<file path="src/design/assert_macros.svh">
// ----------------------------------------------------------------------------
// Assertion macros
// Shared concurrent assertion forms for the deframer; compiled out when
// NO_ASSERTIONS is defined.
// ----------------------------------------------------------------------------
`ifndef ASSERT_MACROS_SVH
`define ASSERT_MACROS_SVH

`ifndef NO_ASSERTIONS

// A property that must hold at every clock edge outside reset.
`define HLPD_ASSERT(lbl, clk, rst_n, prop, msg) \
    lbl: assert property (@(posedge clk) disable iff (!rst_n) (prop)) else $error(msg);

// An implication whose consequent is checked in the cycle after the antecedent.
`define HLPD_ASSERT_NEXT(lbl, clk, rst_n, ante, cons, msg) \
    lbl: assert property (@(posedge clk) disable iff (!rst_n) (ante) |=> (cons)) \
        else $error(msg);

`else

`define HLPD_ASSERT(lbl, clk, rst_n, prop, msg)
`define HLPD_ASSERT_NEXT(lbl, clk, rst_n, ante, cons, msg)

`endif

`endif

</file>
<file path="src/design/hlpd_pkg.sv">
// ----------------------------------------------------------------------------
// hlpd_pkg
// Types and constants shared by the header/length packet deframer modules.
// ----------------------------------------------------------------------------
package hlpd_pkg;

    localparam int FRAME_DEPTH = 32;
    localparam int ADDR_W      = $clog2(FRAME_DEPTH);
    localparam int CNT_W       = $clog2(FRAME_DEPTH + 1);
    localparam int BYTE_W      = 8;
    localparam int MAXLEN_W    = 6;
    localparam int CMP_W       = (CNT_W > MAXLEN_W) ? CNT_W : MAXLEN_W;
    localparam int CFG_IDX_W   = 2;

    localparam logic [BYTE_W-1:0]   RST_HEADER_FIRST  = 8'd170;
    localparam logic [BYTE_W-1:0]   RST_HEADER_SECOND = 8'd85;
    localparam logic [BYTE_W-1:0]   RST_SET_COMMAND   = 8'd1;
    localparam logic [MAXLEN_W-1:0] RST_MAX_LENGTH    = 6'd24;

    // Smallest legal frame length: two header bytes plus the length byte.
    localparam logic [BYTE_W-1:0]   MIN_FRAME_LEN     = 8'd3;
    localparam logic [BYTE_W-1:0]   CMD_FRAME_LEN     = 8'd4;

    typedef enum logic [CFG_IDX_W-1:0] {
        CFG_HEADER_FIRST  = 2'd0,
        CFG_HEADER_SECOND = 2'd1,
        CFG_SET_COMMAND   = 2'd2,
        CFG_MAX_LENGTH    = 2'd3
    } cfg_index_t;

    typedef struct packed {
        logic [BYTE_W-1:0]   header_first;
        logic [BYTE_W-1:0]   header_second;
        logic [BYTE_W-1:0]   set_command_code;
        logic [MAXLEN_W-1:0] max_length;
    } cfg_t;

    // Store write from the receive side.
    typedef struct packed {
        logic              en;
        logic [ADDR_W-1:0] addr;
        logic [BYTE_W-1:0] data;
    } wr_req_t;

    // Frame completion handed to the readout side.
    typedef struct packed {
        logic             start;
        logic [CNT_W-1:0] len;
        logic             set_command;
    } frame_done_t;

    typedef enum logic {
        RD_IDLE,
        RD_SEND
    } rd_state_t;

endpackage

</file>
<file path="src/design/hlpd_cfg_regs.sv">
// ----------------------------------------------------------------------------
// hlpd_cfg_regs
// Configuration register file written through the index/data write channel.
// ----------------------------------------------------------------------------
module hlpd_cfg_regs
    import hlpd_pkg::*;
(
    input  logic                 aclk,
    input  logic                 aresetn,
    input  logic                 cfg_valid,
    output logic                 cfg_ready,
    input  logic [CFG_IDX_W-1:0] cfg_index,
    input  logic [BYTE_W-1:0]    cfg_data,
    output cfg_t                 cfg
);

    cfg_t cfg_reg;
    cfg_t cfg_next;

    assign cfg_ready = 1'b1;
    assign cfg       = cfg_reg;

    always_comb begin
        cfg_next = cfg_reg;
        if (cfg_valid) begin
            case (cfg_index_t'(cfg_index))
                CFG_HEADER_FIRST:  cfg_next.header_first     = cfg_data;
                CFG_HEADER_SECOND: cfg_next.header_second    = cfg_data;
                CFG_SET_COMMAND:   cfg_next.set_command_code = cfg_data;
                CFG_MAX_LENGTH:    cfg_next.max_length       = cfg_data[MAXLEN_W-1:0];
                default:           cfg_next = cfg_reg;
            endcase
        end
    end

    always_ff @(posedge aclk) begin
        if (!aresetn) begin
            cfg_reg.header_first     <= RST_HEADER_FIRST;
            cfg_reg.header_second    <= RST_HEADER_SECOND;
            cfg_reg.set_command_code <= RST_SET_COMMAND;
            cfg_reg.max_length       <= RST_MAX_LENGTH;
        end else begin
            cfg_reg <= cfg_next;
        end
    end

endmodule

</file>
<file path="src/design/hlpd_rx_ctrl.sv">
// ----------------------------------------------------------------------------
// hlpd_rx_ctrl
// Receive-side framing: counts bytes, checks the headers and the length,
// writes every byte into the frame store and signals a completed frame.
// ----------------------------------------------------------------------------
module hlpd_rx_ctrl
    import hlpd_pkg::*;
(
    input  logic              aclk,
    input  logic              aresetn,
    input  cfg_t              cfg,
    input  logic              rx_accept,
    input  logic [BYTE_W-1:0] rx_byte,
    output wr_req_t           wr_req,
    output frame_done_t       done
);

    logic [CNT_W-1:0]  count_reg;
    logic [CNT_W-1:0]  count_next;
    logic [BYTE_W-1:0] len_reg;
    logic [BYTE_W-1:0] len_next;
    logic [BYTE_W-1:0] cmd_reg;
    logic [BYTE_W-1:0] cmd_next;

    logic [CNT_W-1:0]  new_count;
    logic [CMP_W-1:0]  new_count_cmp;
    logic [CMP_W-1:0]  max_cmp;
    logic [CMP_W-1:0]  limit;
    logic [BYTE_W-1:0] new_count_b;
    logic [BYTE_W-1:0] len_eff;
    logic [BYTE_W-1:0] cmd_eff;
    logic              drop;
    logic              complete;

    assign new_count     = count_reg + CNT_W'(1);
    assign new_count_cmp = CMP_W'(new_count);
    assign new_count_b   = BYTE_W'(new_count);
    assign max_cmp       = CMP_W'(cfg.max_length);
    assign limit         = (max_cmp > CMP_W'(FRAME_DEPTH)) ? CMP_W'(FRAME_DEPTH) : max_cmp;

    // The length and command bytes are taken from the incoming word on the
    // cycle they arrive, and from the captured copies afterwards.
    assign len_eff = (new_count_b == MIN_FRAME_LEN) ? rx_byte : len_reg;
    assign cmd_eff = (new_count_b == CMD_FRAME_LEN) ? rx_byte : cmd_reg;

    always_comb begin
        drop     = 1'b0;
        complete = 1'b0;
        if (new_count_cmp >= limit) begin
            drop = 1'b1;
        end else if (new_count_b == 8'd1) begin
            drop = (rx_byte != cfg.header_first);
        end else if (new_count_b == 8'd2) begin
            drop = (rx_byte != cfg.header_second);
        end else if (len_eff < MIN_FRAME_LEN) begin
            drop = 1'b1;
        end else begin
            complete = (new_count_b == len_eff);
        end
    end

    always_comb begin
        count_next = count_reg;
        len_next   = len_reg;
        cmd_next   = cmd_reg;
        if (rx_accept) begin
            count_next = (drop || complete) ? '0 : new_count;
            len_next   = len_eff;
            cmd_next   = cmd_eff;
        end
    end

    assign wr_req.en   = rx_accept;
    assign wr_req.addr = count_reg[ADDR_W-1:0];
    assign wr_req.data = rx_byte;

    assign done.start       = rx_accept && complete;
    assign done.len         = len_eff[CNT_W-1:0];
    assign done.set_command = (len_eff >= CMD_FRAME_LEN) && (cmd_eff == cfg.set_command_code);

    always_ff @(posedge aclk) begin
        if (!aresetn) begin
            count_reg <= '0;
        end else begin
            count_reg <= count_next;
        end
    end

    always_ff @(posedge aclk) begin
        len_reg <= len_next;
        cmd_reg <= cmd_next;
    end

endmodule

</file>
<file path="src/design/hlpd_frame_buf.sv">
// ----------------------------------------------------------------------------
// hlpd_frame_buf
// Frame store and readout: a memory with a registered read port, a read
// sequencer and a two-stage output pipeline that streams a completed frame.
// ----------------------------------------------------------------------------
module hlpd_frame_buf
    import hlpd_pkg::*;
(
    input  logic              aclk,
    input  logic              aresetn,
    input  wr_req_t           wr_req,
    input  frame_done_t       done,
    output logic              busy,
    output logic              out_valid,
    input  logic              out_ready,
    output logic [BYTE_W-1:0] out_byte,
    output logic              out_last,
    output logic              out_set_command
);

    logic [BYTE_W-1:0] frame_mem [FRAME_DEPTH];

    rd_state_t         state_reg;
    rd_state_t         state_next;
    logic [CNT_W-1:0]  addr_reg;
    logic [CNT_W-1:0]  addr_next;
    logic [CNT_W-1:0]  len_reg;
    logic [CNT_W-1:0]  len_next;
    logic              setc_reg;
    logic              setc_next;

    logic              rd_valid_reg;
    logic              rd_valid_next;
    logic [BYTE_W-1:0] rd_data_reg;
    logic              rd_last_reg;
    logic              rd_setc_reg;

    logic              out_valid_reg;
    logic              out_valid_next;
    logic [BYTE_W-1:0] out_byte_reg;
    logic              out_last_reg;
    logic              out_setc_reg;

    logic              issue;
    logic              issue_last;
    logic              out_load;

    assign out_load   = rd_valid_reg && (!out_valid_reg || out_ready);
    assign issue      = (state_reg == RD_SEND) && (!rd_valid_reg || out_load);
    assign issue_last = (addr_reg + CNT_W'(1)) == len_reg;

    always_comb begin
        state_next = state_reg;
        addr_next  = addr_reg;
        len_next   = len_reg;
        setc_next  = setc_reg;
        case (state_reg)
            RD_IDLE: begin
                if (done.start) begin
                    state_next = RD_SEND;
                    addr_next  = '0;
                    len_next   = done.len;
                    setc_next  = done.set_command;
                end
            end
            RD_SEND: begin
                if (issue) begin
                    addr_next = addr_reg + CNT_W'(1);
                    if (issue_last) begin
                        state_next = RD_IDLE;
                    end
                end
            end
            default: state_next = RD_IDLE;
        endcase
    end

    always_comb begin
        rd_valid_next = rd_valid_reg;
        if (issue) begin
            rd_valid_next = 1'b1;
        end else if (out_load) begin
            rd_valid_next = 1'b0;
        end
        out_valid_next = out_valid_reg;
        if (out_load) begin
            out_valid_next = 1'b1;
        end else if (out_ready) begin
            out_valid_next = 1'b0;
        end
    end

    // Receive writes and readout reads never target the store in the same
    // cycle: input is held off while a frame is being read.
    always_ff @(posedge aclk) begin
        if (wr_req.en) begin
            frame_mem[wr_req.addr] <= wr_req.data;
        end
        if (issue) begin
            rd_data_reg <= frame_mem[addr_reg[ADDR_W-1:0]];
            rd_last_reg <= issue_last;
            rd_setc_reg <= setc_reg;
        end
    end

    always_ff @(posedge aclk) begin
        if (out_load) begin
            out_byte_reg <= rd_data_reg;
            out_last_reg <= rd_last_reg;
            out_setc_reg <= rd_setc_reg;
        end
        addr_reg <= addr_next;
        len_reg  <= len_next;
        setc_reg <= setc_next;
    end

    always_ff @(posedge aclk) begin
        if (!aresetn) begin
            state_reg     <= RD_IDLE;
            rd_valid_reg  <= 1'b0;
            out_valid_reg <= 1'b0;
        end else begin
            state_reg     <= state_next;
            rd_valid_reg  <= rd_valid_next;
            out_valid_reg <= out_valid_next;
        end
    end

    assign busy            = (state_reg == RD_SEND);
    assign out_valid       = out_valid_reg;
    assign out_byte        = out_byte_reg;
    assign out_last        = out_last_reg;
    assign out_set_command = out_setc_reg;

endmodule

</file>
<file path="src/design/header_length_packet_deframer.sv">
// ----------------------------------------------------------------------------
// header_length_packet_deframer
// Collects received bytes into frames delimited by two header bytes and a
// length byte, then streams each completed frame out byte by byte.
// ----------------------------------------------------------------------------
//  Channel   Direction  Word contents
//  s_axis    in         tdata[7:0] = rx_byte
//  m_axis    out        tdata[7:0] = frame_byte, tlast = frame_last,
//                       tuser[0] = set_command
//  cfg       in         cfg_index selects the register, cfg_data the value
//
//  Input bytes are taken one per cycle while no frame is being read out.
//  The byte that completes a frame of length L starts a readout of its L bytes
//  at one byte per cycle while m_axis is ready, paced by the frame store's
//  single registered read port; s_axis_tready is low while the store is read.
//  A stalled m_axis holds the readout; the two output stages keep the word.
//  Reset is synchronous and active low; the frame store needs no clearing.
// ----------------------------------------------------------------------------
`include "assert_macros.svh"

module header_length_packet_deframer
    import hlpd_pkg::*;
(
    input  logic                 aclk,
    input  logic                 aresetn,

    input  logic                 s_axis_tvalid,
    output logic                 s_axis_tready,
    input  logic [7:0]           s_axis_tdata,   // [7:0] rx_byte

    output logic                 m_axis_tvalid,
    input  logic                 m_axis_tready,
    output logic [7:0]           m_axis_tdata,   // [7:0] frame_byte
    output logic                 m_axis_tlast,
    output logic [0:0]           m_axis_tuser,   // [0] set_command

    input  logic                 cfg_valid,
    output logic                 cfg_ready,
    input  logic [CFG_IDX_W-1:0] cfg_index,
    input  logic [7:0]           cfg_data
);

    cfg_t        cfg;
    wr_req_t     wr_req;
    frame_done_t done;
    logic        busy;
    logic        rx_accept;

    assign s_axis_tready = !busy;
    assign rx_accept     = s_axis_tvalid && s_axis_tready;

    hlpd_cfg_regs u_cfg_regs (
        .aclk      (aclk),
        .aresetn   (aresetn),
        .cfg_valid (cfg_valid),
        .cfg_ready (cfg_ready),
        .cfg_index (cfg_index),
        .cfg_data  (cfg_data),
        .cfg       (cfg)
    );

    hlpd_rx_ctrl u_rx_ctrl (
        .aclk      (aclk),
        .aresetn   (aresetn),
        .cfg       (cfg),
        .rx_accept (rx_accept),
        .rx_byte   (s_axis_tdata),
        .wr_req    (wr_req),
        .done      (done)
    );

    hlpd_frame_buf u_frame_buf (
        .aclk            (aclk),
        .aresetn         (aresetn),
        .wr_req          (wr_req),
        .done            (done),
        .busy            (busy),
        .out_valid       (m_axis_tvalid),
        .out_ready       (m_axis_tready),
        .out_byte        (m_axis_tdata),
        .out_last        (m_axis_tlast),
        .out_set_command (m_axis_tuser[0])
    );

    // A completed frame must stop the input on the next cycle.
    `HLPD_ASSERT_NEXT(a_done_blocks_input, aclk, aresetn, done.start, !s_axis_tready,
        "input not held off after frame completion")

    // A frame only completes with a length that fits the store and has a header.
    `HLPD_ASSERT(a_done_len_range, aclk, aresetn,
        !done.start || (done.len >= CNT_W'(3) && done.len < CNT_W'(FRAME_DEPTH)),
        "completed frame length out of range")

    // Store writes happen only for accepted input words.
    `HLPD_ASSERT(a_write_on_accept, aclk, aresetn, wr_req.en == (s_axis_tvalid && !busy),
        "store write without accepted input")

endmodule

</file>
<file path="config.mk">
export PLATFORM = sky130hd
export DESIGN_NAME = header_length_packet_deframer
export DESIGN_NICKNAME = d
export VERILOG_FILES = /design/src/design/hlpd_pkg.sv /design/src/design/hlpd_cfg_regs.sv /design/src/design/hlpd_rx_ctrl.sv /design/src/design/hlpd_frame_buf.sv /design/src/design/header_length_packet_deframer.sv
export VERILOG_INCLUDE_DIRS = /design/src /design/src/design
export SDC_FILE = /design/constraint.sdc
export NUM_CORES = 1
export LEC_CHECK = 0
export BUFFER_PORTS_ARGS = -buffer_cell sky130_fd_sc_hd__buf_2
export CORE_UTILIZATION = 40
export DETAILED_ROUTE_END_ITERATION = 12
export GPL_ROUTABILITY_DRIVEN = 1
export PLACE_DENSITY = 0.66
export SLEW_MARGIN = 20
export SYNTH_ARGS = -nofsm -noshare
export SYNTH_HDL_FRONTEND = slang
export SYNTH_SLANG_ARGS = --single-unit
</file>
<file path="constraint.sdc">
create_clock -name aclk -period 3.2 [get_ports aclk]
set_clock_uncertainty 0.1 [all_clocks]
set_input_delay 0.64 -clock aclk [delete_from_list [all_inputs] [get_ports aclk]]
set_output_delay 0.64 -clock aclk [all_outputs]
set_load 0.1 [all_outputs]
</file>
* Yosys cells after proc, flatten, opt, wreduce, memory -nomap -nowiden
Memory sizes are Yosys's and may differ from the RTL's. A register that Yosys moved wholly into a read port is not among the register bits. Cells that the tools add are included.
Operators by class: add/subtract/negate cells 2, magnitude comparators 4, equal/unequal tests 14, mux-type cells 25, bitwise operators 1, reduce and logical (&&, ||, !) cells 20
Operator list (count):
- 2-to-1 mux 6 bit | 4
- 2-to-1 mux 1 bit | 17
- 2-to-1 mux 8 bit | 2
- != test 8 bit | 2
- adder 6 x 1 -> 6 bit, second input constant | 2
- == test 6 x 2 -> 1 bit, second input constant | 2
- case mux 6 bit (2 select lines) | 1
- AND reduction 2 bit | 6
- == test 6 x 8 -> 1 bit | 1
- == test 8 bit | 1
- >= comparator 8 x 3 -> 1 bit, second input constant | 1
- < comparator 8 x 2 -> 1 bit, second input constant | 1
- == test 6 x 1 -> 1 bit, second input constant | 1
- == test 6 x 3 -> 1 bit, second input constant | 1
- == test 6 bit | 1
- >= comparator 6 bit | 1
- greater-than comparator 6 bit, second input constant | 1
- logical AND 1 bit | 5
- == test 2 bit, second input constant | 2
- != test 2 bit, second input constant | 2
- nonzero test 2 bit | 2
- logical NOT 1 bit | 3
- logical OR 1 bit | 3
- == test 2 x 1 -> 1 bit, second input constant | 1
- 3 further kinds | 3
Storage, ports and cells: flip-flop bits (word level) 80, bits in writable memories 256, bits of input ports 23, output and inout bits 13, logic and storage cells 85, memories 1
Memories:
- u_frame_buf.frame_mem | words 32, width 8, rd ports 1, clocked after memory_dff 1, write ports 1, line hlpd_frame_buf.sv:21 | logic [BYTE_W-1:0] frame_mem [FRAME_DEPTH];

* Longest topological paths before layout
depth after elaboration 11, gate-level depth with buffers 13, gate-level depth less buffers 13

* Cells and area by module
A second synthesis with hierarchy kept.
Unflattened totals: cell total of the unflattened synthesis 812, area total of the unflattened synthesis 14465.1 um^2
By module, submodules not included:
- hlpd_frame_buf | instances 1, cells each 482, area an instance 11219.5 um^2, seq. area each 8738.4 um^2
- hlpd_rx_ctrl | instances 1, cells each 204, area an instance 2004.4 um^2, seq. area each 600.6 um^2
- hlpd_cfg_regs | instances 1, cells each 124, area an instance 1231.2 um^2, seq. area each 600.6 um^2
- header_length_packet_deframer | instances 1, cells each 2, area an instance 10.0 um^2, seq. area each 0.0 um^2

* Least setup slack after synthesis
Ideal clock, no wire load.
kind register -> register, start point register u_rx_ctrl.count_reg[1], end point register u_frame_buf.addr_reg[0], enable pin, library setup time 0.323 ns, arrival 2.911 ns, required time 2.777 ns, path slack -0.134 ns, cell stages (with the launch flop) 14, path buffers 0, period minus slack after synthesis 3.334 ns, path through dfxtp_1 > ha_1 > nand3_1 > xor2_1 > inv_1 > ha_1 > a21o_1 > a21oi_1 > o31ai_1 > nor4_1 > nand4b_2 > nor3_1 > nand2_1 > nand2b_1
On the way: longest elaborated chain between the ends 11, elaborated cells on any way between the ends 15, classes of those cells 1 x add/sub; 2 x order compare; 5 x eq/ne; 5 x mux; 2 x reduce/logical
RTL lines:
- start, declared | line hlpd_rx_ctrl.sv:18 | logic [CNT_W-1:0] count_reg;
- start signal, assigned | line hlpd_rx_ctrl.sv:85 | count_reg <= count_next;
- adder 6 x 1 -> 6 bit (*) | line hlpd_rx_ctrl.sv:35 | assign new_count = count_reg + CNT_W'(1);
- == test 6 x 2 -> 1 bit | line hlpd_rx_ctrl.sv:43 | assign len_eff = (new_count_b == MIN_FRAME_LEN) ? rx_byte : len_reg;
- 2-to-1 mux 8 bit | line hlpd_rx_ctrl.sv:43
- < comparator 8 x 2 -> 1 bit or == test 6 x 8 -> 1 bit (tied branches) | line hlpd_rx_ctrl.sv:55, hlpd_rx_ctrl.sv:58
- 2-to-1 mux 1 bit | line hlpd_rx_ctrl.sv:55 | end else if (len_eff < MIN_FRAME_LEN) begin
- 2-to-1 mux 1 bit | line hlpd_rx_ctrl.sv:53 | end else if (new_count_b == 8'd2) begin
- 2-to-1 mux 1 bit | line hlpd_rx_ctrl.sv:51 | end else if (new_count_b == 8'd1) begin
- 2-to-1 mux 1 bit (*) | line hlpd_rx_ctrl.sv:49 | if (new_count_cmp >= limit) begin
- logical AND 1 bit (*) | line hlpd_rx_ctrl.sv:77 | assign done.start = rx_accept && complete;
- != test 2 bit (no source line) (*)
- AND reduction 2 bit (no source line) (*)
- end signal, assigned | line hlpd_frame_buf.sv:112 | addr_reg <= addr_next;
- end, declared | line hlpd_frame_buf.sv:25 | logic [CNT_W-1:0] addr_reg;
Mark *: on every way between the ends. The rest lies on a longest branch, timed or not. A chain may end at the register's enable or synchronous reset.

* Final worst setup path
start point register u_rx_ctrl.count_reg[0], end point register u_rx_ctrl.count_reg[0]
On the way: longest elaborated chain between the ends 10, elaborated cells on any way between the ends 18, classes of those cells 1 x add/sub; 2 x order compare; 4 x eq/ne; 10 x mux; 1 x reduce/logical
RTL lines:
- adder 6 x 1 -> 6 bit (*) | line hlpd_rx_ctrl.sv:35
- == test 6 x 2 -> 1 bit | line hlpd_rx_ctrl.sv:43
- 2-to-1 mux 8 bit | line hlpd_rx_ctrl.sv:43
- < comparator 8 x 2 -> 1 bit or == test 6 x 8 -> 1 bit (tied branches) | line hlpd_rx_ctrl.sv:55, hlpd_rx_ctrl.sv:58
- 2-to-1 mux 1 bit | line hlpd_rx_ctrl.sv:55
- 2-to-1 mux 1 bit | line hlpd_rx_ctrl.sv:53
- 2-to-1 mux 1 bit | line hlpd_rx_ctrl.sv:51
- 2-to-1 mux 1 bit | line hlpd_rx_ctrl.sv:49
- logical OR 1 bit | line hlpd_rx_ctrl.sv:67 | count_next = (drop || complete) ? '0 : new_count;
- 2-to-1 mux 6 bit (*) | line hlpd_rx_ctrl.sv:67
Marks and branches as above.

==> results.toml <==
[synth]
synthTopCellsByArea = "edfxtp_1 64%, mux2i_1 6.2%, dfxtp_1 5.5%, mux4_2 5.0%, nand2_1 2.3%"
synthCells = 933
synth-warning-count = 0
synth.top_cell.area_share_pct = 63.9
ys_ff_latch = 344
synth.net_count = 969
synth.most_common_cell = "edfxtp_1"
ys_seq_area_share_pct = 69.4
synth_common_cells = "305 x edfxtp_1, 89 x mux2i_1, 88 x nand2_1"
synth_edf_count = 305
synth_cell_type_count = 55
yosysTopAreaCell = "edfxtp_1"
synthFlopType = "edfxtp_1"
avgSynthCellArea_um2 = 15.4
synth_area_um2 = 14300
synthArstFlopShare_pct = 0

[worst_setup_path]
ff2ff_path_depth = 13
rr_endpoint = "u_rx_ctrl.count_reg[0]"
worstPathRequired_ns = 3.48
cp_max_fo = 10
cp-start-kind = "register"
cp.arrival_ns = 3.26
worstSetupEndpointType = "register"
r2r_slack_ns = 0.22
worstReg2RegStart = "u_rx_ctrl.count_reg[0]"
critPathKind = "register to register"

[floorplanning]
io_pins = 36
rows = 68
dieArea_um2 = 36600
start_util_pct = 41.1
die_h_um = 191
core_um2 = 34900
die_w_um = 191

[sta]
layout_setup_ws_ns = 0.215
finalSetupTns_ns = 0
maxSlewHeadroom_pct = 48.1
timing.final.crit_share_pct = 93.3
post-route-min-period_ns = 2.98
rsz0062_at_grt = "false"
drv_slew = 0
finalHoldViolations = 0
setup-violations-final = 0
max_slew.worst_pin.slew_ns = 0.776
fmax_mhz = 335

[hold_path]
holdPathEnd = "u_cfg_regs.cfg[20]"
hold_start = "cfg_data[6]"
whs_path_depth = 3
min_path_type = "input port to register"

[grt]
gr-total-overflow = 0
antenna_found_initial = 1
grtUsageTotal_pct = 17.8
grt_max_degree = 66
grt_pass1_vias = 8190
grt_pass1_wl_um = 48500

[placed_design]
gp_congestion = 0.835
pre_cts_ws_ns = 0.0561
io_buffers = 34
hpwl_um = 20900

[status]
outcome = "finished clean"

[routing]
avgViaCountPerCell = 5.33
drt_iter0_markers = 750
dr.pass1.iters = 5
drc = 0
ant_nets = 0
wl_um = 31600
vias = 8071
avgRoutedWirePerCell_um = 20.9

[clock_tree]
cts_buffers = 36
clock-sinks = 344
clkLatencyLatePin_ns = 0.50
clk_pin_slew_worst_paths_ns = 0.05
cts-htree-levels = 2
clock_path_buffers = 3
holdBufCountCts = 0
cts_tree = "done"
root_buffer = "clkbuf_16"

[job]
drv_cap = 0

[final_layout]
nets = 1067
drive_gt1_share_pct = 21.6
largest_reg_flops = 256
area_growth_pct = 16.1

[power_and_ir_drop]
leakage_nw = 6.16
p_per_area_nw_per_um2 = 548
ir_worst_vdd_v = 0.000332
power_mw = 9.11
-- worst max-delay path by stage --
stage | from | end
final | u_rx_ctrl.count_reg[0] | u_rx_ctrl.count_reg[0]
after global routing | u_rx_ctrl.count_reg[1] | u_rx_ctrl.count_reg[0]
after CTS | u_rx_ctrl.count_reg[0] | u_frame_buf.len_reg[5]
after detailed placement | u_rx_ctrl.count_reg[0] | u_frame_buf.len_reg[4]
after global placement | u_rx_ctrl.count_reg[0] | u_frame_buf.setc_reg
after floorplan | u_rx_ctrl.count_reg[1] | u_frame_buf.len_reg[0]
-- metrics by stage --
| step | hold WS (ns) | instance area [µm²] | cells | utilization, % |
|---|---|---|---|---|
| 6_report | 0.303 | 16600 | 1514 | 47.7 |
| 5_1_grt | 0.294 | 16600 | 1513 | 47.7 |
| 4_1_cts | 0.282 | 16600 | 1513 | 47.6 |
| 3_5_place_dp | 0.307 | 15500 | 1448 | 44.4 |
| 3_3_place_gp | 0.304 | 15500 | 1448 | 44.4 |
| 2_1_floorplan | 0.300 | 14400 | 933 | - |
-- per-layer routing --
layer	track usage, %	share of wire [%]
met5	0	0
met4	5.40	2.6
met3	3.43	6.5
met1	24.3	43
met2	28.9	48
-- layout by cell type, fill, tap and decap left out, drive strengths merged, types with 9 or more instances in the layout --
master,count
a21boi,9
a21oi,15
buf,108
clkbuf,41
clkinv,19
dfxtp,39
edfxtp,305
ha,13
inv,11
mux2,16
mux2i,89
mux4,32
nand2,88
nand3,10
nor2,76
nor2b,17
nor4,11
o21ai,33
o221ai,24
xnor2,26
xor2,19
-- power breakdown --
group	switching [mW]	leakage, nW	internal (mW)
clock	1.64	0.551	2.32
sequential	0.0168	3.07	4.91
combinational	0.155	2.55	0.0745
total	1.82	6.16	7.30
-- logic make-up after synthesis --
logic type	count (synthesis)	share of synthesized area, %
AOI/OAI and AO/OA	105	5.02
muxes	137	12.5
xor gates and xnor gates	45	2.80
DFF	344	69.4
buffers and inverters	59	1.68
other	1	0.0262
adders and majority gates	13	1.14
and+or+nand+nor	229	7.42
-- timing repair --
item	CTS	global route
gates resized for setup	0	6
setup endpoints to repair	0	19
hold endpoints to repair	0	0
buffers inserted	0	0
-- worst max-delay path, stage by stage (launching register included) --
cell      delay [ns]
dfxtp_2         0.37
buf_6           0.16
nand2_1         0.09
or3_1           0.38
nand2_1         0.11
ha_1            0.25
a21oi_1         0.13
o31ai_1         0.12
nor4_1          0.32
nand4b_2        0.16
buf_4           0.17
o31ai_4         0.25
buf_4           0.19
o31ai_1         0.07
-- area by class of cell --
type	instances	area (µm²)
sequential	344	9940
inverter	11	43.8
timing repair buffer	108	767
clock inverter	24	205
tap	455	569
clock buffer	41	920
multi-input combinational	530	4180
fill	2942	18300
antenna	1	2.50
No activity file was read; power rests on OpenSTA's default activity.
